### config.mk
export PLATFORM = sky130hd
export DESIGN_NAME = pdu_signal_bit_packer
export DESIGN_NICKNAME = d
export VERILOG_FILES = /design/src/sv/psbp_pkg.sv /design/src/sv/psbp_dpath.sv /design/src/sv/psbp_ctrl.sv /design/src/sv/pdu_signal_bit_packer.sv
export VERILOG_INCLUDE_DIRS = /design/src /design/src/sv
export SDC_FILE = /design/constraint.sdc
export NUM_CORES = 1
export LEC_CHECK = 0
export ABC_AREA = 1
export BUFFER_PORTS_ARGS = -buffer_cell sky130_fd_sc_hd__buf_2
export CAP_MARGIN = 30
export CORE_ASPECT_RATIO = 1.2
export CORE_UTILIZATION = 35
export CTS_BUF_LIST = sky130_fd_sc_hd__clkbuf_8
export CTS_CLUSTER_SIZE = 30
export DETAILED_ROUTE_END_ITERATION = 10
export HOLD_SLACK_MARGIN = 0.02
export SYNTH_ARGS = -nofsm -noshare
export SYNTH_HDL_FRONTEND = slang
export SYNTH_SLANG_ARGS = --single-unit
### constraint.sdc
create_clock -name i_clk -period 4.61 [get_ports i_clk]
set_input_delay 0.2305 -clock i_clk [delete_from_list [all_inputs] [get_ports i_clk]]
set_output_delay 0.2305 -clock i_clk [all_outputs]
set_load 0.1 [all_outputs]
### src/sv/pdu_signal_bit_packer_macros.svh
`ifndef PDU_SIGNAL_BIT_PACKER_MACROS_SVH
`define PDU_SIGNAL_BIT_PACKER_MACROS_SVH

// clocked check, held off while in reset
`define PSBP_ASSERT(label, prop, msg) \
    label: assert property (@(posedge i_clk) disable iff (!i_rst_n) (prop)) else $error(msg);

// clocked check that also runs through reset
`define PSBP_ASSERT_ALWAYS(label, prop, msg) \
    label: assert property (@(posedge i_clk) (prop)) else $error(msg);

`endif

### src/sv/psbp_pkg.sv
package psbp_pkg;

    localparam int PDU_BYTES    = 64;
    localparam int BYTE_W       = 8;
    localparam int PDU_BITS     = PDU_BYTES * BYTE_W;
    localparam int ADDR_W       = $clog2(PDU_BYTES);
    localparam int SIG_MAX_BITS = 64;
    localparam int SIZE_W       = 7;
    localparam int POS_W        = 9;
    localparam int IDX_W        = 6;
    localparam int LANE_W       = SIG_MAX_BITS + BYTE_W;
    localparam int PDU_BITS_W   = $clog2(PDU_BITS + 1);
    localparam int CMP_W        = (PDU_BITS_W > POS_W + 1) ? PDU_BITS_W + 1 : POS_W + 2;

    localparam logic CMD_WRITE = 1'b0;
    localparam logic CMD_READ  = 1'b1;

    typedef logic [ADDR_W-1:0] t_addr;

    // controller to datapath
    typedef struct packed {
        logic load;   // capture the input transaction
        logic fetch;  // read the byte at the current address
        logic merge;  // write merged byte, read the next one
    } t_cmd;

    // datapath to controller
    typedef struct packed {
        logic is_read;
        logic err;
        logic empty;  // no mask bits left
        logic last;   // current byte is the final one
    } t_sts;

endpackage

### src/sv/psbp_dpath.sv
module psbp_dpath
    import psbp_pkg::*;
(
    input  logic                    i_clk,
    input  logic                    i_rst_n,
    input  t_cmd                    i_cmd,
    input  logic                    i_command,
    input  logic [POS_W-1:0]        i_bit_position,
    input  logic [SIZE_W-1:0]       i_bit_size,
    input  logic [SIG_MAX_BITS-1:0] i_signal_value,
    input  logic [IDX_W-1:0]        i_byte_index,
    output t_sts                    o_sts,
    output logic [BYTE_W-1:0]       o_res_byte,
    output logic                    o_res_err
);

    logic [BYTE_W-1:0] r_mem [PDU_BYTES];
    logic [PDU_BYTES-1:0] r_vld;

    logic              r_is_read;
    logic              r_err;
    logic              r_rd_ok;
    t_addr             r_addr;
    logic [LANE_W-1:0] r_data;
    logic [LANE_W-1:0] r_mask;
    logic [BYTE_W-1:0] r_rd_data;
    logic              r_rd_vld;

    logic [SIZE_W-1:0]       size_sat;
    logic [SIG_MAX_BITS-1:0] base_mask;
    logic [CMP_W-1:0]        end_bit;
    logic                    n_err;
    logic                    n_rd_ok;
    t_addr                   n_addr;
    t_addr                   rd_addr;
    logic [BYTE_W-1:0]       old_byte;
    logic [BYTE_W-1:0]       new_byte;

    always_comb begin
        size_sat = (i_bit_size > SIZE_W'(SIG_MAX_BITS)) ? SIZE_W'(SIG_MAX_BITS) : i_bit_size;
        for (int i = 0; i < SIG_MAX_BITS; i++) begin
            base_mask[i] = (SIZE_W'(i) < size_sat);
        end
        end_bit = CMP_W'(i_bit_position) + CMP_W'(size_sat);
        n_err   = (end_bit > CMP_W'(PDU_BITS));
        n_rd_ok = (CMP_W'(i_byte_index) < CMP_W'(PDU_BYTES));
        n_addr  = (i_command == CMD_READ) ? ADDR_W'(i_byte_index)
                                          : ADDR_W'(i_bit_position[POS_W-1:3]);
        rd_addr = i_cmd.merge ? ADDR_W'(r_addr + 1'b1) : r_addr;
        old_byte = r_rd_vld ? r_rd_data : '0;
        new_byte = (old_byte & ~r_mask[BYTE_W-1:0]) | (r_data[BYTE_W-1:0] & r_mask[BYTE_W-1:0]);
    end

    always_ff @(posedge i_clk) begin
        if (i_cmd.load) begin
            r_is_read <= (i_command == CMD_READ);
            r_err     <= n_err;
            r_rd_ok   <= n_rd_ok;
            r_addr    <= n_addr;
            r_data    <= LANE_W'(i_signal_value) << i_bit_position[2:0];
            r_mask    <= LANE_W'(base_mask) << i_bit_position[2:0];
        end else if (i_cmd.merge) begin
            r_addr <= ADDR_W'(r_addr + 1'b1);
            r_data <= r_data >> BYTE_W;
            r_mask <= r_mask >> BYTE_W;
        end
    end

    // byte store with registered read
    always_ff @(posedge i_clk) begin
        if (i_cmd.merge) begin
            r_mem[r_addr] <= new_byte;
        end
        if (i_cmd.fetch || i_cmd.merge) begin
            r_rd_data <= r_mem[rd_addr];
        end
    end

    // per-byte written flags; an unwritten byte reads as zero
    always_ff @(posedge i_clk) begin
        if (!i_rst_n) begin
            r_vld    <= '0;
            r_rd_vld <= 1'b0;
        end else begin
            if (i_cmd.merge) begin
                r_vld[r_addr] <= 1'b1;
            end
            if (i_cmd.fetch || i_cmd.merge) begin
                r_rd_vld <= r_vld[rd_addr];
            end
        end
    end

    assign o_sts.is_read = r_is_read;
    assign o_sts.err     = r_err;
    assign o_sts.empty   = (r_mask == '0);
    assign o_sts.last    = (r_mask[LANE_W-1:BYTE_W] == '0);

    assign o_res_byte = (r_is_read && r_rd_ok && r_rd_vld) ? r_rd_data : '0;
    assign o_res_err  = !r_is_read && r_err;

endmodule

### src/sv/psbp_ctrl.sv
`include "pdu_signal_bit_packer_macros.svh"

module psbp_ctrl
    import psbp_pkg::*;
(
    input  logic i_clk,
    input  logic i_rst_n,
    input  logic i_valid,
    input  logic i_out_free,
    input  t_sts i_sts,
    output logic o_ready,
    output logic o_out_load,
    output t_cmd o_cmd
);

    localparam logic [1:0] S_IDLE  = 2'd0;
    localparam logic [1:0] S_START = 2'd1;
    localparam logic [1:0] S_MERGE = 2'd2;
    localparam logic [1:0] S_DONE  = 2'd3;

    logic [1:0] r_state;
    logic [1:0] n_state;

    always_comb begin
        n_state    = r_state;
        o_cmd      = '0;
        o_ready    = 1'b0;
        o_out_load = 1'b0;
        unique case (r_state)
            S_IDLE: begin
                o_ready = 1'b1;
                if (i_valid) begin
                    o_cmd.load = 1'b1;
                    n_state    = S_START;
                end
            end
            S_START: begin
                if (i_sts.is_read) begin
                    o_cmd.fetch = 1'b1;
                    n_state     = S_DONE;
                end else if (i_sts.err || i_sts.empty) begin
                    n_state = S_DONE;
                end else begin
                    o_cmd.fetch = 1'b1;
                    n_state     = S_MERGE;
                end
            end
            S_MERGE: begin
                o_cmd.merge = 1'b1;
                if (i_sts.last) begin
                    n_state = S_DONE;
                end
            end
            S_DONE: begin
                if (i_out_free) begin
                    o_out_load = 1'b1;
                    n_state    = S_IDLE;
                end
            end
            default: begin
                n_state = S_IDLE;
            end
        endcase
    end

    always_ff @(posedge i_clk) begin
        if (!i_rst_n) begin
            r_state <= S_IDLE;
        end else begin
            r_state <= n_state;
        end
    end

    `PSBP_ASSERT(a_merge_after_fetch, o_cmd.merge |-> ($past(o_cmd.fetch) || $past(o_cmd.merge)), "merge without a preceding byte read")
    `PSBP_ASSERT(a_no_write_on_err, o_cmd.merge |-> (!i_sts.err && !i_sts.is_read), "byte write on a read or range-error transaction")
    `PSBP_ASSERT(a_merge_has_mask, o_cmd.merge |-> !i_sts.empty, "byte write with an empty mask")
    `PSBP_ASSERT_ALWAYS(a_load_only_idle, o_cmd.load |=> (r_state == S_START), "transaction captured outside idle")

endmodule

### src/sv/pdu_signal_bit_packer.sv
// Signal packer over one 64-byte PDU held in a byte-wide store, all zero after
// reset. A write transaction (command 0) places the low bit_size bits of
// signal_value (sizes above 64 count as 64) at bit_position, Intel bit order,
// leaving every other PDU bit as it was; a write running past the PDU end
// changes nothing and returns range_error = 1. A read transaction (command 1)
// returns the byte at byte_index. Every transaction yields one result.
// A write reads, merges and writes back each PDU byte that the signal spans (1 to
// 9), one byte per cycle through the byte store, which writes one byte and reads
// the next in the same cycle; a read, a rejected write or a zero-size write writes
// no byte.
// Results sit in an output register, so one finished result may wait while the
// next transaction is accepted.
module pdu_signal_bit_packer
    import psbp_pkg::*;
(
    input  logic                    i_clk,
    input  logic                    i_rst_n,
    input  logic                    i_valid,
    output logic                    o_ready,
    input  logic                    i_command,
    input  logic [POS_W-1:0]        i_bit_position,
    input  logic [SIZE_W-1:0]       i_bit_size,
    input  logic [SIG_MAX_BITS-1:0] i_signal_value,
    input  logic [IDX_W-1:0]        i_byte_index,
    output logic                    o_valid,
    input  logic                    i_ready,
    output logic [BYTE_W-1:0]       o_read_byte,
    output logic                    o_range_error
);

    t_cmd              cmd;
    t_sts              sts;
    logic              out_free;
    logic              out_load;
    logic [BYTE_W-1:0] res_byte;
    logic              res_err;

    logic              r_out_valid;
    logic [BYTE_W-1:0] r_out_byte;
    logic              r_out_err;

    assign out_free = !r_out_valid || i_ready;

    psbp_ctrl u_ctrl (
        .i_clk      (i_clk),
        .i_rst_n    (i_rst_n),
        .i_valid    (i_valid),
        .i_out_free (out_free),
        .i_sts      (sts),
        .o_ready    (o_ready),
        .o_out_load (out_load),
        .o_cmd      (cmd)
    );

    psbp_dpath u_dpath (
        .i_clk          (i_clk),
        .i_rst_n        (i_rst_n),
        .i_cmd          (cmd),
        .i_command      (i_command),
        .i_bit_position (i_bit_position),
        .i_bit_size     (i_bit_size),
        .i_signal_value (i_signal_value),
        .i_byte_index   (i_byte_index),
        .o_sts          (sts),
        .o_res_byte     (res_byte),
        .o_res_err      (res_err)
    );

    always_ff @(posedge i_clk) begin
        if (!i_rst_n) begin
            r_out_valid <= 1'b0;
        end else if (out_load) begin
            r_out_valid <= 1'b1;
        end else if (i_ready) begin
            r_out_valid <= 1'b0;
        end
    end

    always_ff @(posedge i_clk) begin
        if (out_load) begin
            r_out_byte <= res_byte;
            r_out_err  <= res_err;
        end
    end

    assign o_valid       = r_out_valid;
    assign o_read_byte   = r_out_byte;
    assign o_range_error = r_out_err;

endmodule

==> results.toml <==
[run_status]
status = "finished, final reports clean"

[timing]
hold_viol_final = 0
worst_pin_slew_ns = 1.01
tns_ns = 0
finalSetupViolations = 0
fin_ws_ns = 0.808
fin_crit_sh_pct = 82.5
fmax_mhz = 263
slew_viol_final = 0
rsz0062_at_grt = "false"
clock_skew_ns = 0.0434
layout_min_cycle_time_ns = 3.80
maxSlewHeadroom_pct = 32.2

[worst_setup_path]
reg2reg_to = "u_dpath.r_rd_data[4]"
regToRegSetupSlack_ns = 0.81
setup.worst_path.end = "u_dpath.r_rd_data[4]"
cp_data_required_time_ns = 5.23
path_class = "register to register"
reg2reg_from = "u_ctrl.r_state[0]"
startpoint = "u_ctrl.r_state[0]"
cp.arrival_ns = 4.42
reg2regPathDepth = 12
crit_path_end_kind = "register"
path_max_fanout = 144
critPathLaunchType = "register"

[worst_hold_path]
hold_class = "primary input to register"

[cts]
cts_buffers = 120
clkSlewWorstSetupHoldPaths_ns = 0.06
cts_resized = 0
clockBufferDepth = 3
cts.sinks = 747
cts_max_level = 3
cts_setup_buffers = 0
worstSkewPairLatency_ns = 0.77
cts_root_buf = "clkbuf_8"
cts_hold_buf = 45
cts_tree = "done"

[detailed_routing]
drt_iter0_drc = 2686
detail-route-antenna-nets = 0
drcViolationCount = 0
dr.pass1.iters = 8
vias = 27100
wl_mm = 100
viasPerCell = 5.33
wire_per_inst_um = 19.7

[yosys]
synth_edf_count = 673
synth_async_sr_flop_share_pct = 0
avgSynthCellArea_um2 = 9.76
syn_inst = 3594
synthesis.nets = 3698
synth_cell_types = 46
seq_area_frac_synth_pct = 61.9
synth_warnings = 0
synth-seq-cells = 747
ys.flop_type = "edfxtp_1"
syn_area_um2 = 35100

[grt]
grt_first_pass_wirelength_mm = 154
grtUsageTotal_pct = 19.4
grt_pass1_vias = 26200
grt-ovfl-total = 0
antenna_found_initial = 5
grt_max_degree = 149

[floorplan]
rows = 126
initial_core_util_pct = 35.5
die_area_um2 = 101000
die_y_um = 349
io_pins = 102
core_area_um2 = 98800
die_x_um = 291

[flow_run]
cap_violations = 0

[power]
seq_power_share_pct = 39.0
p_leak_nw = 14.5
p_sw_share_pct = 40.8
vdd_ir_drop_max_uv = 1100
p_comb_share_pct = 38.9
power.internal_mw = 15.0
clkPwrFrac_pct = 22.1
switchingPower_mw = 10.4
p_per_area_nw_per_um2 = 638

[place]
place_ws_ns = 0.839
place_hpwl_mm = 61.2
placed_cell_area_um2 = 37000
port_buffers = 101
routabilityCongestion = 0.887

[cells_and_area]
nNetsFinal = 3812
syn_to_final_growth_pct = 13.5
design_area_um2 = 39800
fill_cells = 9515
drive_gt1_share_pct = 10.6
-- cells in the final DEF (no fill, tap or decap), drive strengths merged, types with 2 or more instances in the layout --
cell type and instances:
a21oi 20, nor2 683, nand3 404, clkinv 42
edfxtp 673, o21bai 3, mux2i 3, nand3b 10
a22o 2, clkbuf 136, a22oi 4, nand4 5
o21a 4, o211ai 154, inv 232, nor3 7
o22ai 9, o21ai 374, buf 169, a31oi 6
dfxtp 74, or2 6, dlygate4sd3 45, o221ai 67
bufinv 4, nand2 646, o31ai 8, ha 12
xor2 6
-- area by class of cell --
type / count / area, um^2 / area share [%]
multi-input combinational: 2435 / 11800 / 29.6
timing repair buffer: 214 / 1650 / 4.14
inverter: 190 / 717 / 1.80
tap: 1280 / 1600 / 4.02
antenna: 1 / 2.50 / 0.00629
clock buffer: 136 / 1870 / 4.70
sequential: 747 / 21700 / 54.5
clock inverter: 89 / 484 / 1.22
-- stage by stage --
stage / utilization [%] / total power, mW / std cells / hold WS [ns]
floorplan: - / 16.6 / 3594 / 0.329
global placement: 37.1 / 19.7 / 4790 / 0.440
detailed placement: 37.4 / 19.8 / 4821 / 0.447
CTS: 40.3 / 25.5 / 5091 / 0.0210
global route: 40.3 / 26.8 / 5092 / 0.0970
finish: 40.3 / 25.4 / 5092 / 0.0815
-- synthesized netlist by cell type, types with 4 or more instances --
cell type	n	area share [%]
nor3_1	7	0.10
nand4_1	5	0.089
buf_4	18	0.39
dfxtp_1	74	4.2
edfxtp_1	673	58
o31ai_1	8	0.17
nand3_1	404	5.8
o21ai_1	40	0.57
nor2_4	6	0.19
buf_6	6	0.19
o211ai_1	154	3.3
inv_2	22	0.24
nor2_2	10	0.18
inv_1	164	1.8
ha_1	12	0.43
a21oi_1	19	0.27
buf_2	80	1.1
a31oi_1	6	0.11
nand2_4	5	0.16
nor2_1	665	7.1
o21a_1	4	0.086
nand3b_1	10	0.21
nand2_1	633	6.8
o221ai_1	67	1.7
nand2_2	8	0.14
clkbuf_1	92	0.98
o22ai_1	9	0.16
or2_1	5	0.089
buf_1	23	0.25
xor2_1	6	0.15
o21ai_0	330	4.7
-- metal layers --
layer	routed length (um)	part of all wire [%]	vias to the layer above	track usage [%]
met1	41700	42	13100	24.9
met5	51	0.051	-	0
li1	-	-	12800	-
met2	47900	48	1031	32.6
met3	6860	6.8	210	2.90
met4	3680	3.7	8	8.40
-- power by group through the flow --
stage / Combinational (mW) / Clock (mW) / Sequential, mW
3_5_place_dp: 9.81 / 0 / 10.0
3_3_place_gp: 9.72 / 0 / 10.0
4_1_cts: 9.89 / 5.73 / 9.90
2_1_floorplan: 6.58 / 0 / 10.0
5_1_grt: 10.9 / 6.00 / 9.98
6_report: 9.87 / 5.61 / 9.90
-- logic make-up (layout without fill, tap and decap cells) --
family	after synthesis	in the layout	synth area share, %
adder cells (fa/ha/maj)	13	13	0.485
flip-flops	747	747	61.9
other	0	1	0
buffers and inverters	412	629	5.03
XOR/XNOR	6	6	0.150
AND/OR/NAND/NOR	1762	1762	21.0
AO/OA/AOI/OAI	651	651	11.4
multiplexers	3	3	0.0856
-- critical path, stage by stage (launching register included) --
cell and delay [ns]:
dfxtp_1 0.40, inv_1 0.09, ha_1 0.36, inv_2 0.32, nand2_4 0.23, nand2_8 0.65, buf_12 0.41, o21ai_0 0.13
o211ai_1 0.24, nand3_1 0.17, nand3_1 0.18, nand3_1 0.23, nand2_1 0.12
-- sequential cells by signal, summed over array words and instances (netlist names) --
register           cells
u_ctrl.r_state         2
u_dpath.r_data        71
u_dpath.r_mem        512
o_range_error          1
u_dpath.r_vld         64
u_dpath.r_is_read      1
o_valid                1
o_read_byte            8
u_dpath.r_rd_data      8
u_dpath.r_addr         6
u_dpath.r_mask        71
u_dpath.r_err          1
u_dpath.r_rd_vld       1
-- worst min path at each step --
stage	to	slack (ns)	start	cells past startpoint
2_1_floorplan	u_dpath.r_is_read	0.33	i_command	0
3_3_place_gp	u_dpath.r_vld[61]	0.44	u_dpath.r_vld[61]	1
3_5_place_dp	u_dpath.r_vld[61]	0.45	u_dpath.r_vld[61]	1
4_1_cts	u_dpath.r_data[33]	0.02	i_signal_value[27]	5
5_1_grt	u_dpath.r_data[59]	0.1	i_signal_value[55]	5
6_report	u_dpath.r_data[2]	0.08	i_signal_value[2]	5
Note: power is estimated with default switching activity, not from simulation.
